<file path="config.mk">
export PLATFORM = sky130hd
export DESIGN_NAME = bcp_ctrl
export DESIGN_NICKNAME = d
export VERILOG_FILES = /design/src/design/bcp_pkg.sv /design/src/design/bcp_ctrl.sv
export SDC_FILE = /design/constraint.sdc
export NUM_CORES = 1
export LEC_CHECK = 0
export BUFFER_PORTS_ARGS = -buffer_cell sky130_fd_sc_hd__buf_2
export CORE_AREA = 8 8 45 47
export DETAILED_ROUTE_END_ITERATION = 12
export DIE_AREA = 0 0 53 55
export GPL_TIMING_DRIVEN = 0
export HOLD_SLACK_MARGIN = 0.1
export PLACE_DENSITY = 0.53
export SETUP_SLACK_MARGIN = 0.4
export SLEW_MARGIN = 40
export SYNTH_ARGS = -nofsm -noshare
export SYNTH_HDL_FRONTEND = slang
export SYNTH_SLANG_ARGS = --single-unit
</file>
<file path="constraint.sdc">
create_clock -name clk -period 2.7 [get_ports clk]
set_clock_uncertainty 0.1 [all_clocks]
set_input_delay 0.135 -clock clk [delete_from_list [all_inputs] [get_ports clk]]
set_output_delay 0.135 -clock clk [all_outputs]
set_load 0.01 [all_outputs]
</file>
<file path="src/design/bcp_pkg.sv">
// Package for the planar-to-chunky palette converter.
// Shared types, constants and the RGB565 expansion function; no dependencies.
package bcp_pkg;

    localparam int DEF_MAX_WIDTH    = 1024;
    localparam int DEF_MAX_PLANES   = 8;
    localparam int DEF_PALETTE_SIZE = 256;

    localparam logic [2:0] DEPTH_DIRECT = 3'd4;

    localparam logic [3:0] ADDR_DEPTH_CODE  = 4'h0;
    localparam logic [3:0] ADDR_LINE_PLANAR = 4'h4;
    localparam logic [3:0] ADDR_ROW_WIDTH   = 4'h8;

    typedef enum logic [2:0] {
        S_IDLE,
        S_RD,
        S_CAP,
        S_PRD,
        S_PCAP,
        S_OUT
    } state_t;

    typedef struct packed {
        logic take;
        logic cap_plane;
        logic rd_pix;
        logic cap_pix;
        logic next_pix;
    } cmd_t;

    typedef struct packed {
        logic go_out;
        logic go_load;
        logic go_pix;
        logic load_last;
        logic pix_last;
    } stat_t;

    // (v*510 + 31) / 62: halve, then divide by 31 with a reciprocal multiply
    function automatic logic [7:0] scale5(input logic [4:0] v);
        logic [15:0] t;
        logic [27:0] m;
        begin
            t = 16'(v) * 16'd510 + 16'd31;
            m = 28'(t[15:1]) * 28'd8457;
            return m[25:18];
        end
    endfunction

    // (v*510 + 63) / 126: halve, then divide by 63 with a reciprocal multiply
    function automatic logic [7:0] scale6(input logic [5:0] v);
        logic [15:0] t;
        logic [29:0] m;
        begin
            t = 16'(v) * 16'd510 + 16'd63;
            m = 30'(t[15:1]) * 30'd16645;
            return m[27:20];
        end
    endfunction

    function automatic logic [23:0] rgb565_to_888(input logic [15:0] v);
        begin
            return {scale5(v[15:11]), scale6(v[10:5]), scale5(v[4:0])};
        end
    endfunction

endpackage

</file>
<file path="src/design/bcp_ctrl.sv">
// Controller state machine for the planar-to-chunky palette converter.
// Uses bcp_pkg for state, command and status types.
module bcp_ctrl (
    input  logic          clk,
    input  logic          rst_n,
    input  logic          in_valid,
    output logic          in_ready,
    output logic          out_valid,
    input  logic          out_ready,
    input  bcp_pkg::stat_t stat,
    output bcp_pkg::cmd_t  cmd
);

    bcp_pkg::state_t state_reg, state_next;

    always_ff @(posedge clk or negedge rst_n)
    begin
        if (!rst_n)
        begin
            state_reg <= bcp_pkg::S_IDLE;
        end
        else
        begin
            state_reg <= state_next;
        end
    end

    always_comb
    begin
        state_next = state_reg;
        cmd        = '0;
        in_ready   = 1'b0;
        out_valid  = 1'b0;
        unique case (state_reg)
            bcp_pkg::S_IDLE:
            begin
                in_ready = 1'b1;
                if (in_valid)
                begin
                    cmd.take = 1'b1;
                    priority if (stat.go_out)
                        state_next = bcp_pkg::S_OUT;
                    else if (stat.go_load)
                        state_next = bcp_pkg::S_RD;
                    else if (stat.go_pix)
                        state_next = bcp_pkg::S_PRD;
                    else
                        state_next = bcp_pkg::S_IDLE;
                end
            end
            bcp_pkg::S_RD:
            begin
                state_next = bcp_pkg::S_CAP;
            end
            bcp_pkg::S_CAP:
            begin
                cmd.cap_plane = 1'b1;
                state_next    = stat.load_last ? bcp_pkg::S_PRD : bcp_pkg::S_RD;
            end
            bcp_pkg::S_PRD:
            begin
                cmd.rd_pix = 1'b1;
                state_next = bcp_pkg::S_PCAP;
            end
            bcp_pkg::S_PCAP:
            begin
                cmd.cap_pix = 1'b1;
                state_next  = bcp_pkg::S_OUT;
            end
            bcp_pkg::S_OUT:
            begin
                out_valid = 1'b1;
                if (out_ready)
                begin
                    if (stat.pix_last)
                    begin
                        state_next = bcp_pkg::S_IDLE;
                    end
                    else
                    begin
                        cmd.next_pix = 1'b1;
                        state_next   = bcp_pkg::S_PRD;
                    end
                end
            end
            default:
            begin
                state_next = bcp_pkg::S_IDLE;
            end
        endcase
    end

    a_cap_after_rd: assert property (@(posedge clk) disable iff (!rst_n)
        state_reg == bcp_pkg::S_CAP |-> $past(state_reg) == bcp_pkg::S_RD)
        else $error("plane capture without read");

    a_pcap_after_prd: assert property (@(posedge clk) disable iff (!rst_n)
        state_reg == bcp_pkg::S_PCAP |-> $past(state_reg) == bcp_pkg::S_PRD)
        else $error("palette capture without read");

    a_no_overlap: assert property (@(posedge clk) disable iff (!rst_n)
        !(in_ready && out_valid))
        else $error("input taken while word pending");

    a_last_to_idle: assert property (@(posedge clk) disable iff (!rst_n)
        out_valid && out_ready && stat.pix_last |=> state_reg == bcp_pkg::S_IDLE)
        else $error("last word did not return to idle");

endmodule

</file>
==> flow_metrics.py, run 1 <==
metrics = {
    "placement": {
        "hpwl_um": 612,
        "portBuffers": 15,
        "place.gp.congestion": 0.739,
        "place_area_um2": 374,
    },
    "die": {
        "die_y_um": 55,
        "start_util": 0.202,
        "num_rows": 14,
        "dieArea_um2": 2920,
        "core_um2": 1380,
        "io-pin-count": 16,
        "die_x_um": 53,
    },
    "drt": {
        "drt_wl_total_um": 786,
        "drcViolationCount": 0,
        "detail-route-antenna-nets": 0,
        "dr.pass1.iters": 3,
        "dr_total_vias": 290,
        "drtIter0Drc": 4,
        "wl_per_cell_um": 11.7,
        "vias_per_cell": 4.33,
    },
    "timing": {
        "final-max-slew-violation-count": 0,
        "max_freq_mhz": 629,
        "period_minus_slack_ns": 1.59,
        "hold_viol": 0,
        "fin_crit_sh": 0.589,
        "rsz0062_at_grt": "no",
        "finalSetupViolCount": 0,
        "worst_slew_pin_slew_ns": 0.290,
        "relSlewSlack": 0.805,
        "tns_ns": 0,
    },
    "logic_synthesis": {
        "yosysWarnings": 0,
        "syn-num-nets": 39,
        "synthCells": 30,
        "synth.cell_area_um2": 279,
        "synth_seq_area_share": 0.269,
        "syn_area_per_cell_um2": 9.30,
        "synth.distinct_cells": 23,
        "ys_seq_elements": 3,
        "async_reset_ff_frac": 1.00,
        "synthFlopType": "dfrtp_1",
        "synth_edf_count": 0,
    },
    "critical_path": {
        "rrSetupSlack_ns": 1.34,
        "r2r-end": "state_reg[1]$_DFFE_PN0P_",
        "critical_path_required_ns": 2.47,
        "arrival_ns": 1.36,
        "crit_path_max_fanout": 9,
        "crit_type": "reg -> out",
        "critPathLaunchType": "flip-flop",
        "critPathLaunch": "state_reg[0]$_DFFE_PN0P_",
        "r2r_cells": 4,
        "end_kind": "output port",
        "reg2reg_from": "state_reg[1]$_DFFE_PN0P_",
    },
    "pwr": {
        "p_total_mw": 0.440,
        "power_per_cell_area_nw_per_um2": 1050,
        "vdd_drop_max_uv": 248,
        "p_leak_nw": 0.207,
    },
    "finish": {
        "diodes": 0,
        "drive_gt1_frac": 0.471,
        "largest_reg_flops": 3,
        "num-nets-final": 61,
        "syn2layout_area_growth_pct": 50.7,
        "fin_util": 0.304,
        "design_area_um2": 420,
    },
    "clocking": {
        "clk_latency_ns": 0.23,
        "root_buffer": "clkbuf_4",
        "cts.sinks": 3,
        "clk_pin_slew_ns": 0.04,
        "clockBufferDepth": 2,
        "tritoncts": "done",
        "htreeDepth": 1,
        "cts_made_buffers": 3,
    },
    "global_routing": {
        "grt_max_degree": 11,
        "antenna_found_initial": 0,
        "grt-ovfl-total": 0,
        "grt_pass1_wl_um": 1180,
        "grt_pass1_vias": 274,
        "grt_usage": 0.0575,
    },
    "worst_hold_path": {
        "hp-class": "in -> async",
    },
    "outcome": {
        "status": "finished clean",
    },
    "run": {
        "maxCapViolations": 0,
    },
}
[metal layers]
metal	track usage	wire (um)	up-vias
li1	-	-	154
met1	0.0656	352	127
met2	0.0762	370	9
met3	0.0214	63	0
met4	0.0647	0	0
met5	0	0	-
[area by class of cell]
cell class / instances / area (um^2)
tap: 16 / 20.0
timing repair buffer: 17 / 95.1
buffer: 3 / 26.3
clock buffer: 4 / 26.3
multi-input combinational: 23 / 174
fill: 166 / 963
sequential: 3 / 75.1
inverter: 1 / 3.75
[worst max path at each step]
stage | endpoint | slack (ns) | depth (start not counted)
4_1_cts | cmd[0] | 1.09 | 5
5_1_grt | cmd[0] | 0.99 | 5
2_1_floorplan | cmd[0] | 1.33 | 4
3_5_place_dp | state_reg[1]$_DFFE_PN0P_ | 1.34 | 4
3_3_place_gp | state_reg[1]$_DFFE_PN0P_ | 1.35 | 4
6_report | cmd[0] | 1.11 | 5
[logic make-up after synthesis]
kind of cell	share of synthesized area
simple gates	0.350
buf+inv	0.108
compound gates	0.274
flops	0.269
[through the flow]
stage	hold slack (ns)	setup slack, ns	instances
global route	0.134	0.988	67
finish	0.125	1.11	67
floorplan	-0.261	1.33	30
global placement	-0.169	1.35	61
detailed placement	-0.167	1.34	61
CTS	0.119	1.09	67
[cell usage after synthesis, types with 2 or more instances]
library cell / instances / area (um^2)
dfrtp_1: 3 / 75.1
nand2_1: 3 / 11.3
and2_1: 2 / 12.5
buf_4: 2 / 15.0
nor3b_1: 2 / 15.0
[power breakdown]
part | leakage (nW) | internal, mW | switching [mW]
Sequential | 0.0372 | 0.0667 | 0.0155
Combinational | 0.155 | 0.136 | 0.142
Clock | 0.0150 | 0.0555 | 0.0247
Total | 0.207 | 0.258 | 0.182
[worst max-delay path, stage by stage (launching register included)]
cell	delay, ns
dfrtp_1	0.31
buf_4	0.16
nor2b_1	0.17
and2_1	0.15
nor3b_1	0.17
buf_2	0.16
[placed cells by master, fill, tap and decap left out, types with 2 or more instances in the layout]
master	count
dlygate4sd3_1	2
and2_1	2
clkbuf_4	3
buf_2	15
dfrtp_1	3
nor3b_1	2
buf_4	2
nand2_1	3
[timing repair]
item                      CTS  global route
hold endpoints to repair    4             0
gates resized for setup     0             0
hold buffers                2             0
setup buffers               0             0
No activity file was read; power rests on OpenSTA's default activity.
==> run 2, diff against run 1 <==
==> constraint.sdc (replaced) <==
create_clock -name clk -period 1.55 [get_ports clk]
set_clock_uncertainty 0.1 [all_clocks]
set_input_delay 0.0775 -clock clk [delete_from_list [all_inputs] [get_ports clk]]
set_output_delay 0.0775 -clock clk [all_outputs]
set_load 0.01 [all_outputs]
==> run 2 against run 1 <==
  * Final cell count is 9.0% higher
  * Cell area up 25%
  * Sequential power is 68% higher
  * Sequential share of layout area is 3.4 points lower
  * Setup slack got worse by 1.0 ns
  * Via count grew 13%
==> flow_metrics.py, run 2 (synthesis results as in run 1) <==
metrics = {
    "critical_path": {
        "path_buf_inv": 2,
        "slowest_delay_ns": 0.37,
        "r2r-end": "state_reg[1]$_DFFE_PN0P_",
        "path_cells": "buf_6, nor2b_4, and2_4, nor3b_2, buf_2",
        "rrSetupSlack_ns": 0.20,
        "reg2reg_from": "state_reg[2]$_DFFE_PN0P_",
        "arrival_ns": 1.27,
        "critPathSlowestCell": "dfrtp_1",
        "crit_path_max_fanout": 4,
        "critical_path_required_ns": 1.37,
        "end_kind": "output port",
        "r2r_cells": 4,
        "crit_type": "reg -> out",
        "critPathLaunchType": "flip-flop",
        "cp_top_family": "simple AND/OR/NAND/NOR gates",
    },
    "drt": {
        "vias_per_cell": 4.48,
        "dr.pass1.iters": 2,
        "wl_per_cell_um": 12.1,
        "dr_total_vias": 327,
        "drcViolationCount": 0,
        "detail-route-antenna-nets": 0,
        "drtIter0Drc": 3,
        "drt_wl_total_um": 883,
    },
    "run": {
        "maxCapViolations": 0,
    },
    "die": {
        "die_x_um": 53,
        "dieArea_um2": 2920,
        "io-pin-count": 16,
        "start_util": 0.202,
        "die_y_um": 55,
        "core_um2": 1380,
        "num_rows": 14,
    },
    "timing": {
        "tns_ns": 0,
        "final-max-slew-violation-count": 0,
        "fin_crit_sh": 0.931,
        "worst_slew_pin_slew_ns": 0.286,
        "finalSetupViolCount": 0,
        "relSlewSlack": 0.807,
        "fin_ws_ns": 0.107,
        "period_minus_slack_ns": 1.44,
        "rsz0062_at_grt": "yes",
        "max_freq_mhz": 693,
        "hold_viol": 0,
        "holdWs_ns": 0.140,
    },
    "clocking": {
        "cts_made_buffers": 3,
        "cts.sinks": 3,
        "clockBufferDepth": 2,
        "tritoncts": "done",
        "clk_latency_ns": 0.24,
        "root_buffer": "clkbuf_4",
        "clk_pin_slew_ns": 0.04,
        "htreeDepth": 1,
    },
    "pwr": {
        "switchingPower_mw": 0.392,
        "p_total_mw": 0.988,
        "seq_power_share": 0.140,
        "p_int_mw": 0.596,
        "p_leak_nw": 0.254,
        "vdd_drop_max_uv": 519,
        "power_frac_comb": 0.717,
        "switching_share": 0.397,
        "p_clk_frac": 0.143,
        "power_per_cell_area_nw_per_um2": 1880,
    },
    "placement": {
        "portBuffers": 15,
        "hpwl_um": 598,
        "place_ws_ns": 0.248,
        "place.gp.congestion": 0.738,
    },
    "finish": {
        "final_cell_mix": "buf_2 (15), buf_6 (4), buf_4 (4)",
        "drive_gt1_frac": 0.649,
        "fin_util": 0.381,
        "syn2layout_area_growth_pct": 88.8,
        "largest_reg_flops": 3,
        "final_common_cell": "buf_2",
        "diodes": 0,
        "fillers": 150,
        "num-nets-final": 67,
    },
    "worst_hold_path": {
        "hp-class": "in -> reg",
        "hold_depth": 3,
        "hold_start": "in_valid",
        "hold_end": "state_reg[1]$_DFFE_PN0P_",
    },
    "outcome": {
        "status": "finished clean",
    },
    "global_routing": {
        "grt-ovfl-total": 0,
        "grt_pass1_wl_um": 1450,
        "antenna_found_initial": 0,
        "grt_pass1_vias": 345,
        "grt_max_degree": 11,
        "grt_usage": 0.0669,
    },
}
## run 2: worst max-delay path by stage
stage	start	depth (start not counted)	end	slack [ns]
after detailed placement	state_reg[0]$_DFFE_PN0P_	4	state_reg[1]$_DFFE_PN0P_	0.25
after CTS	state_reg[0]$_DFFE_PN0P_	5	cmd[0]	0.11
final	state_reg[0]$_DFFE_PN0P_	5	cmd[0]	0.11
after global routing	state_reg[2]$_DFFE_PN0P_	4	cmd[4]	0.06
after floorplan	state_reg[0]$_DFFE_PN0P_	4	state_reg[1]$_DFFE_PN0P_	0.27
after global placement	state_reg[0]$_DFFE_PN0P_	4	state_reg[1]$_DFFE_PN0P_	0.25
## run 2: metal layers
metal,GRT usage,part of all wire,vias up
li1,-,-,169
met3,0.0187,0.10,2
met4,0.0517,0.022,0
met2,0.119,0.48,11
met5,0,0,-
met1,0.0644,0.40,145
## run 2: layout make-up
class	count	area, um^2	area share
plain buffers	3	30.0	0.0570
inverters	1	3.75	0.00713
multi-input cells	23	220	0.418
well taps	16	20.0	0.0380
clock buffers	4	26.3	0.0499
flip-flops and latches	3	76.3	0.145
repair buffers	23	150	0.285
## run 2: what timing repair did
action,4_1_cts,5_1_grt
hold buffers,3,0
pin swaps,8,1
setup endpoints to repair,10,10
setup buffers,5,0
resized for setup,10,0
cloned,0,0
hold endpoints to repair,4,0
## run 2: power by group through the flow
stage	registers, mW	logic [mW]	clock network [mW]
after floorplan	0.148	0.382	0
after CTS	0.137	0.712	0.148
after global routing	0.143	0.771	0.155
final	0.138	0.708	0.142
after detailed placement	0.154	0.503	0
after global placement	0.154	0.501	0
## run 2: metrics by stage
stage	area (um^2)	instances
after global routing	527	73
after detailed placement	389	61
after floorplan	294	30
after CTS	527	73
final	527	73
after global placement	389	61
## run 2: worst min-delay path: cells and delay by family
| family | cells | cell delay (ns) |
|---|---|---|
| buffers and inverters | 1 | 0.12 |
| AOI/OAI and AO/OA | 1 | 0.16 |
| and+or+nand+nor | 1 | 0.06 |
